$ cat src/hw/rtl/she_pkg.sv
`default_nettype none
package she_pkg;

    localparam int SAMPLE_BITS = 16;
    localparam int CFG_DATA_BITS = 5;
    localparam int CFG_INDEX_BITS = 2;

    localparam logic [1:0] ACT_ADD   = 2'd0;
    localparam logic [1:0] ACT_READ  = 2'd1;
    localparam logic [1:0] ACT_CLEAR = 2'd2;

    localparam logic [CFG_INDEX_BITS-1:0] CFG_TWO_DIM   = 2'd0;
    localparam logic [CFG_INDEX_BITS-1:0] CFG_BYTE      = 2'd1;
    localparam logic [CFG_INDEX_BITS-1:0] CFG_BIN_BITS  = 2'd2;
    localparam logic [CFG_INDEX_BITS-1:0] CFG_SIGNED    = 2'd3;

    localparam logic [4:0] BIN_BITS_RESET = 5'd8;
    localparam logic [4:0] WIDTH_BYTE     = 5'd8;
    localparam logic [4:0] WIDTH_WORD     = 5'd16;
    localparam logic [4:0] MAX_BITS_2D    = 5'd8;

    localparam logic [15:0] MASK_WORD = 16'hFFFF;
    localparam logic [15:0] MASK_BYTE = 16'h00FF;
    localparam logic [15:0] MASK_HIGH = 16'hFF00;

    typedef struct packed {
        logic accept;
        logic rd_en;
        logic wr_inc;
        logic clr_step;
        logic load_out;
    } cmd_t;

    typedef struct packed {
        logic clr_last;
        logic out_busy;
    } sts_t;

    // bin bits clamped to 1..sample width, and to 8 for joint pairs
    function automatic logic [4:0] eff_bits(input logic [4:0] req, input logic byte_mode,
                                            input logic two_dim);
        logic [4:0] w;
        logic [4:0] b;
        w = byte_mode ? WIDTH_BYTE : WIDTH_WORD;
        b = req;
        if (b == 5'd0) b = 5'd1;
        if (b > w) b = w;
        if (two_dim && (b > MAX_BITS_2D)) b = MAX_BITS_2D;
        return b;
    endfunction

    // keep the top b bits of the sample, flip the msb for signed data
    function automatic logic [15:0] axis_index(input logic [15:0] sample,
                                               input logic byte_mode,
                                               input logic [4:0] b,
                                               input logic sgn);
        logic [15:0] v;
        logic [4:0] sh;
        logic [15:0] idx;
        v = byte_mode ? ((sample & MASK_BYTE) & ~MASK_HIGH) : (sample & MASK_WORD);
        sh = (byte_mode ? WIDTH_BYTE : WIDTH_WORD) - b;
        idx = v >> sh;
        if (sgn) idx = idx ^ (16'd1 << (b - 5'd1));
        return idx;
    endfunction

endpackage
`default_nettype wire

$ cat src/hw/rtl/she_ctrl.sv
`default_nettype none
module she_ctrl (
    input  wire logic           aclk,
    input  wire logic           aresetn,
    input  wire logic           s_valid,
    output logic                s_ready,
    input  wire logic [1:0]     s_action,
    input  wire she_pkg::sts_t  sts,
    output she_pkg::cmd_t       cmd
);

    typedef enum logic [2:0] {
        ST_CLEAR,
        ST_IDLE,
        ST_ADD_RD,
        ST_ADD_WR,
        ST_RD_RD,
        ST_RD_OUT
    } state_t;

    state_t state_reg;
    state_t state_next;

    always_comb begin
        state_next = state_reg;
        case (state_reg)
            ST_CLEAR: begin
                if (sts.clr_last) state_next = ST_IDLE;
            end
            ST_IDLE: begin
                if (s_valid) begin
                    case (s_action)
                        she_pkg::ACT_ADD:   state_next = ST_ADD_RD;
                        she_pkg::ACT_READ:  state_next = ST_RD_RD;
                        she_pkg::ACT_CLEAR: state_next = ST_CLEAR;
                        default:            state_next = ST_IDLE;
                    endcase
                end
            end
            ST_ADD_RD: state_next = ST_ADD_WR;
            ST_ADD_WR: state_next = ST_IDLE;
            ST_RD_RD:  state_next = ST_RD_OUT;
            ST_RD_OUT: begin
                // read data holds in the ram until the output register frees up
                if (!sts.out_busy) state_next = ST_IDLE;
            end
            default: state_next = ST_CLEAR;
        endcase
    end

    always_ff @(posedge aclk) begin
        if (!aresetn) begin
            state_reg <= ST_CLEAR;
        end else begin
            state_reg <= state_next;
        end
    end

    assign s_ready      = (state_reg == ST_IDLE);
    assign cmd.accept   = (state_reg == ST_IDLE) & s_valid;
    assign cmd.rd_en    = (state_reg == ST_ADD_RD) | (state_reg == ST_RD_RD);
    assign cmd.wr_inc   = (state_reg == ST_ADD_WR);
    assign cmd.clr_step = (state_reg == ST_CLEAR);
    assign cmd.load_out = (state_reg == ST_RD_OUT) & ~sts.out_busy;

endmodule
`default_nettype wire

$ cat config.mk
export PLATFORM = sky130hd
export DESIGN_NAME = she_ctrl
export DESIGN_NICKNAME = d
export VERILOG_FILES = /design/src/hw/rtl/she_pkg.sv /design/src/hw/rtl/she_ctrl.sv
export SDC_FILE = /design/constraint.sdc
export NUM_CORES = 1
export LEC_CHECK = 0
export BUFFER_PORTS_ARGS = -buffer_cell sky130_fd_sc_hd__buf_2
export CORE_AREA = 3 3 40 42
export DETAILED_ROUTE_END_ITERATION = 10
export DIE_AREA = 0 0 43 45
export RECOVER_POWER = 100
export SYNTH_ARGS = -nofsm -noshare
export SYNTH_HDL_FRONTEND = slang
export SYNTH_SLANG_ARGS = --single-unit
$ cat constraint.sdc
create_clock -name aclk -period 1.5 [get_ports aclk]
set_clock_uncertainty 0.05 [all_clocks]
set_input_delay 0.225 -clock aclk [delete_from_list [all_inputs] [get_ports aclk]]
set_output_delay 0.225 -clock aclk [all_outputs]
set_load 0.03 [all_outputs]
Word-level counts from Yosys, hierarchy flattened. Index checks and enable logic that the tools add are counted.

Bits in registers: 3. Bits of input ports: 7. Logic and storage cells: 23. Output and inout port bits: 6.

Bitwise gates (word level): 4. Multiplexer cells: 5. Reduce and logical (&&, ||, !) cells: 3. Equal/unequal tests: 10.

Operators by type and width (number): $pmux W3 S6 (1); $mux W3 (3); $pmux W3 S3 (1); $eq A3 B2 Y1 const B (2); $eq A3 B3 Y1 const B (2); $ne A2 B2 Y1 const B (3); $eq A3 B1 Y1 const B (1); $logic_not A3 Y1 (1); $reduce_and A3 Y1 (1); $and A1 B1 Y1 (2); $eq A2 B1 Y1 const B (1); $eq A2 B2 Y1 const B (1); $logic_not A2 Y1 (1); $not A1 Y1 (1); $or A1 B1 Y1 (1).

Logic depth before layout (Yosys ltp). Gate-level depths: netlist of run 1.

Word-level depth: 4. Gate-level depth with buffers: 4. Depth with buffers taken out: 3.

Worst setup path after synthesis of run 1. No wires, ideal clock.

Path type: register -> register. From: reg state_reg[2]. To: reg state_reg[0]. Buffers on the path: 1. Setup slack: -481 ps. Period minus slack after synthesis: 1981 ps. Required time: 1268 ps. Cell stages (with the launch flop): 4. Data arrival time: 1750 ps. Path through: dfxtp_1 -> clkbuf_1 -> nor4b_1 -> a21oi_1.

Cells in the longest elaborated chain, start to end: 3. Elaborated cells on any way between the ends: 11. Classes of those cells: eq/ne: 8; mux: 1; reduce/logical: 2.

Ends and longest elaborated chain: from (decl) (line she_ctrl.sv:21) `state_t state_reg;`; from (signal assigned) (line she_ctrl.sv:55) `state_reg <= state_next;`; $eq A3 B3 Y1 (tied with other cells) (line she_ctrl.sv:26) `case (state_reg)`; $ne A2 B2 Y1 (no source line); $reduce_and A3 Y1 (no source line).

Several ways; a longest one is shown, not always the timed one. A chain may end at the register's enable or synchronous reset.

==> flow_summary_export.csv, run 1 <==
group,metric,value,unit
run_status,status,"complete, no violations",
placed_design,gp_routability_congestion,0.774,
clocking,worst_skew_pair.late_latency,0.23,ns
setup_path,critical_path_data_arrival_time,1.16,ns
setup_path,setup.worst_path.class,"reg2out",
timing,final.period_utilization,95.8,%
timing,rsz_0062_raised_after_global_routing,"true",
timing,final_hold_viol_count,0,
floorplanning,row_count,13,
timing,setup_violations,0,
placed_design,port_buffers,12,
timing,worst-slew-pin-transition,0.251,ns
pwr,power_density,862,mW/mm2
floorplanning,die_y,45,um
layout,antenna_cells_inserted,0,
detailed_routing,route.detailed.drc,0,
clocking,cts.root.buffer_cell,"sky130_fd_sc_hd__clkbuf_4",
clocking,clock_sinks,3,
timing,fmax,0.696,GHz
timing,slew-limit-headroom,83.3,%
layout,layout-drive-gt1-share,53.5,%
floorplanning,fp.coreArea,0.00128,mm2
floorplanning,initial_core_util,15.6,%
pwr,comb_power_share,24.4,%
run,maxCapViolations,0,
clocking,holdBufCountCts,0,
global_route,largest_net_degree_at_the_start_of_global_routing,12,
placed_design,dp_cells,54,
global_route,grt_usage,8.57,%
timing,timing.final.crit_period,1.44,ns
timing,final_max_slew_viol_count,0,
setup_path,worstSetupEndpointType,"primary output",
synth,synth-async-reset-ratio,0,%
clocking,clk_pin_slew,0.04,ns
clocking,cts-buffers-inserted,3,
detailed_routing,wl_per_cell,11.3,um
synth,synth_seq_cells,3,
setup_path,worstPathMaxFanout,6,
placed_design,detailed_place_hpwl,460,um
layout,synthesis_to_layout_area_growth,78.7,%
detailed_routing,detail_route.wirelength,653,um
layout,layout.cells.most_common_list,"9 x sky130_fd_sc_hd__buf_2, 4 x sky130_fd_sc_hd__nand2_1, 4 x sky130_fd_sc_hd__clkbuf_4, 3 x sky130_fd_sc_hd__nand2b_1, 3 x sky130_fd_sc_hd__a21oi_1",
synth,synth_area_per_inst,7.15,um2
layout,finalNonFillerCells,58,
detailed_routing,route.antenna.remaining_nets,0,
pwr,total_switching_power,0.0921,mW
synth,number_of_flops_mapped_to_enable_cells_by_yosys,0,
detailed_routing,avgViaCountPerCell,4.40,
synth,synth-warning-count,0,
layout,num-nets-final,51,
pwr,p_leak,0.148,nW
layout,num-fill-cells,146,
min_path,hold_path.class,"in2reg",
clocking,tritoncts,"yes",
floorplanning,fp.dieArea,0.00194,mm2
synth,synth_largest_area_cell,"sky130_fd_sc_hd__dfxtp_1",
synth,synth-seq-area-share,30.0,%
setup_path,critical-path-slowest-cell,"sky130_fd_sc_hd__dfxtp_2",
layout,flip_flop_count_of_the_largest_register_after_layout,3,
detailed_routing,detailedRoute.firstPassIterationCount,2,
synth,ys_types,16,
pwr,swShare,29.9,%
global_route,first_global_vias,258,
detailed_routing,drtIter0Drc,1,
detailed_routing,detailroute.via_count,255,
floorplanning,die_x,43,um
setup_path,cp_slowest_stage_delay,0.37,ns
setup_path,cp_cell_sequence,"inv_2, nor4b_4, buf_6",
pwr,share_clk_of_total_power,45.8,%
global_route,grt_pass1_wl,1.13,mm
clocking,clock_tree.buffer_depth,2,
clocking,clock_tree.htree_level_count,1,
timing,holdWs,0.195,ns
synth,synth.top_cells.by_area,"sky130_fd_sc_hd__dfxtp_1 30%, sky130_fd_sc_hd__nand2b_1 9.4%, sky130_fd_sc_hd__a21oi_1 7.5%, sky130_fd_sc_hd__nand2_1 7.5%, sky130_fd_sc_hd__or4_1 7.5%",
setup_path,required,1.22,ns
layout,final_common_cell,"sky130_fd_sc_hd__buf_2",
floorplanning,floorplan.io_pins,13,
synth,netlist.area_leader.share,30.0,%
synth,synthFlopType,"sky130_fd_sc_hd__dfxtp_1",
pwr,ir_drop,0.479,mV
synth,synth_nets,35,
global_route,gr-total-overflow,0,
setup_path,crit_path_start_kind,"flip-flop",
clocking,cts_post_setup_buffers_inserted,0,
pwr,seqPwrFrac,29.9,%
synth,synthesis.area,200,um2
global_route,antenna_found_initial,0,
pwr,intPower,0.216,mW
synth,postSynthCellCount,28,
-- Yosys cell counts, drive strengths merged, types with 2 or more instances --
master	number
clkbuf	2
or4	2
a21oi	3
nand2b	3
nand2	4
nor3	2
dfxtp	3
-- layout make-up --
type / count / area (um2) / area share [%]
tap: 15 / 18.8 / 5.24
timing repair buffer: 13 / 78.8 / 22.0
sequential: 3 / 66.3 / 18.5
multi-input combinational: 22 / 164 / 45.8
inverter: 1 / 3.75 / 1.05
clock buffer: 4 / 26.3 / 7.34
-- path summary, 6_finish.rpt --
kind / start / to / slack (ns) / cells after the start
max: state_reg[0] / cmd[4] / 0.06 / 3
min: aresetn / state_reg[2] / 0.19 / 3
min reg2reg: state_reg[1] / state_reg[1] / 0.52 / 2
max reg2reg: state_reg[0] / state_reg[1] / 0.25 / 3
-- power by group through the flow --
stage	clock [mW]	combinational [mW]	sequential, mW
after floorplan	0	0.0476	0.0890
after global routing	0.161	0.0823	0.0930
after detailed placement	0	0.0676	0.0936
after CTS	0.148	0.0697	0.0932
after global placement	0	0.0678	0.0930
final	0.141	0.0752	0.0922
-- routing by layer --
metal	track usage, %	part of all wire [%]	vias up
met2	12.0	46	12
met5	0	0	-
met3	6.37	8.0	2
li1	-	-	127
met4	5.42	2.8	0
met1	9.13	43	114
-- through the flow --
stage	utilization (%)	TNS [ns]	power (mW)	setup WS [ns]	cell area, um2
floorplan	-	-0.0366	0.137	-0.0366	226
global placement	23.8	0	0.161	0.206	305
detailed placement	23.8	0	0.161	0.185	305
CTS	26.3	0	0.311	0.0154	338
global route	27.8	-0.0311	0.336	-0.0311	358
finish	27.8	0	0.309	0.0637	358
-- cell families (layout without fill, tap and decap cells) --
kind of cell	after synthesis	count (layout)	synth area share (%)
AOI/OAI and AO/OA	4	4	10.0
xor gates and xnor gates	1	1	4.38
buffers and inverters	3	18	5.62
DFF	3	3	30.0
and+or+nand+nor	17	17	50.0
-- repair_timing --
| action | 4_1_cts | 5_1_grt |
|---|---|---|
| pin swaps | 0 | 0 |
| resized for setup | 4 | 5 |
| endpoints found under the setup margin | 4 | 2 |
-- worst max-delay path, delay by kind of cell, from the launching register on --
| family | cells | cell delay (ns) |
|---|---|---|
| buf+inv | 2 | 0.26 |
| simple gates | 1 | 0.30 |
| flops | 1 | 0.37 |
Power figures use the tool's default switching activity.
==> run 2: changes to the inputs <==
Settings changed: BUFFER_PORTS_ARGS -buffer_cell sky130_fd_sc_hd__buf_2 to default, DONT_BUFFER_PORTS from default to 1, PLACE_DENSITY_LB_ADDON from default to 0.08.
==> flow_summary_export.csv, run 2 (synthesis gave the netlist of run 1 again) <==
group,metric,value,unit
floorplanning,die_y,45,um
global_route,grt_pass1_wl,1.04,mm
timing,final.period_utilization,94.4,%
setup_path,r2r_setup_slack,0.26,ns
detailed_routing,detailroute.via_count,218,
layout,layout-drive-gt1-share,44.4,%
layout,antenna_cells_inserted,0,
run_status,status,"complete, no violations",
detailed_routing,drtIter0Drc,1,
detailed_routing,detailedRoute.firstPassIterationCount,3,
setup_path,crit_path_start_kind,"flip-flop",
floorplanning,fp.coreArea,0.00128,mm2
detailed_routing,met3_length,51,um
floorplanning,fp.dieArea,0.00194,mm2
timing,final_max_slew_viol_count,0,
pwr,share_clk_of_total_power,48.4,%
detailed_routing,route.met2.wl,261,um
clocking,clk_pin_slew,0.04,ns
floorplanning,die_x,43,um
pwr,swShare,29.9,%
timing,fmax,0.706,GHz
pwr,power_density,926,mW/mm2
pwr,seqPwrFrac,31.4,%
floorplanning,row_count,13,
pwr,p_leak,0.119,nW
global_route,gr-total-overflow,0,
setup_path,setup.worst_path.class,"reg2out",
global_route,first_global_vias,243,
placed_design,gp_routability_congestion,0.702,
detailed_routing,wl_per_cell,11.4,um
placed_design,port_buffers,0,
detailed_routing,route.detailed.drc,0,
clocking,clock_sinks,3,
min_path,hold_path.class,"in2reg",
setup_path,critical_path_data_arrival_time,1.14,ns
detailed_routing,highest_layer,"met3",
clocking,clock_tree.buffer_depth,2,
clocking,holdBufCountCts,0,
pwr,ir_drop,0.327,mV
layout,num-nets-final,44,
layout,final_common_cell,"sky130_fd_sc_hd__nand2_1",
detailed_routing,route.antenna.remaining_nets,0,
layout,flip_flop_count_of_the_largest_register_after_layout,3,
timing,setup_violations,0,
timing,final_hold_viol_count,0,
clocking,cts.root.buffer_cell,"sky130_fd_sc_hd__clkbuf_4",
detailed_routing,avgViaCountPerCell,4.27,
pwr,comb_power_share,20.2,%
layout,layout.cells.most_common_list,"4 x sky130_fd_sc_hd__nand2_1, 3 x sky130_fd_sc_hd__nand2b_1, 3 x sky130_fd_sc_hd__a21oi_1, 3 x sky130_fd_sc_hd__clkbuf_4",
clocking,cts-buffers-inserted,3,
layout,finalCoreUtilization,24.9,%
setup_path,required,1.22,ns
layout,synthesis_to_layout_area_growth,60.0,%
global_route,largest_net_degree_at_the_start_of_global_routing,12,
floorplanning,initial_core_util,15.6,%
clocking,worst_skew_pair.late_latency,0.23,ns
detailed_routing,met1_length,268,um
run,maxCapViolations,0,
timing,worst-slew-pin-transition,0.259,ns
floorplanning,floorplan.io_pins,13,
timing,rsz_0062_raised_after_global_routing,"false",
pwr,intPower,0.208,mW
timing,slew-limit-headroom,82.8,%
setup_path,worstPathMaxFanout,11,
detailed_routing,detail_route.wirelength,580,um
timing,timing.final.crit_period,1.42,ns
setup_path,worstSetupEndpointType,"primary output",
placed_design,dpl_cell_area,283,um2
layout,design_area,320,um2
global_route,antenna_found_initial,0,
pwr,total_switching_power,0.0885,mW
clocking,tritoncts,"yes",
global_route,grt_usage,7.74,%
clocking,clock_tree.htree_level_count,1,
## run 2: cell count changes in the layout (fill, tap and decap cells not counted)
cell,previous run,this run
sky130_fd_sc_hd__clkbuf_2,0,2
sky130_fd_sc_hd__buf_4,2,1
sky130_fd_sc_hd__buf_2,9,2
sky130_fd_sc_hd__dfxtp_2,2,1
sky130_fd_sc_hd__clkbuf_4,4,3
sky130_fd_sc_hd__dfxtp_4,1,2
## run 2: critical path: stages, from the launching register on
cell and delay [ns]:
sky130_fd_sc_hd__dfxtp_4 0.41, sky130_fd_sc_hd__nor4bb_4 0.30, sky130_fd_sc_hd__buf_4 0.20
## run 2: final cells by class
| class | instances | area, um2 |
|---|---|---|
| Clock buffer | 4 | 26.3 |
| Fill cell | 149 | 965 |
| Inverter | 1 | 3.75 |
| Multi-Input combinational cell | 22 | 164 |
| Sequential cell | 3 | 68.8 |
| Tap cell | 15 | 18.8 |
| Timing Repair Buffer | 6 | 38.8 |
## run 2: per-layer routing
layer / vias up / global-route usage [%]
met5: - / 0
met4: 0 / 7.23
met1: 96 / 9.13
met3: 0 / 3.98
li1: 114 / -
met2: 8 / 9.88
## run 2: power by group through the flow
stage / Sequential, mW / Clock (mW) / Combinational [mW]
finish: 0.0930 / 0.144 / 0.0600
global route: 0.0944 / 0.167 / 0.0654
CTS: 0.0949 / 0.148 / 0.0637
detailed placement: 0.0949 / 0 / 0.0609
global placement: 0.0949 / 0 / 0.0613
floorplan: 0.0890 / 0 / 0.0476
## run 2: repair_timing
| item | in CTS | in global routing |
|---|---|---|
| resized for setup | 4 | 3 |
| buffers inserted | 0 | 0 |
| endpoints found under the setup margin | 3 | 2 |
## run 2: worst paths after layout
check,start,endpoint,depth (start not counted)
max,state_reg[2],cmd[0],2
min,aresetn,state_reg[1],2
max reg2reg,state_reg[0],state_reg[1],3
min reg2reg,state_reg[2],state_reg[2],2
## run 2: stage by stage
stage	total power [mW]	setup TNS, ns	setup slack, ns	hold WS [ns]	cells
2_1_floorplan	0.137	-0.0366	-0.0366	0.303	28
3_3_place_gp	0.156	0	0.147	0.324	47
3_5_place_dp	0.156	0	0.139	0.316	47
4_1_cts	0.307	0	0.00171	0.0594	51
5_1_grt	0.327	0	0.00780	0.0625	51
6_report	0.297	0	0.0841	0.0651	51
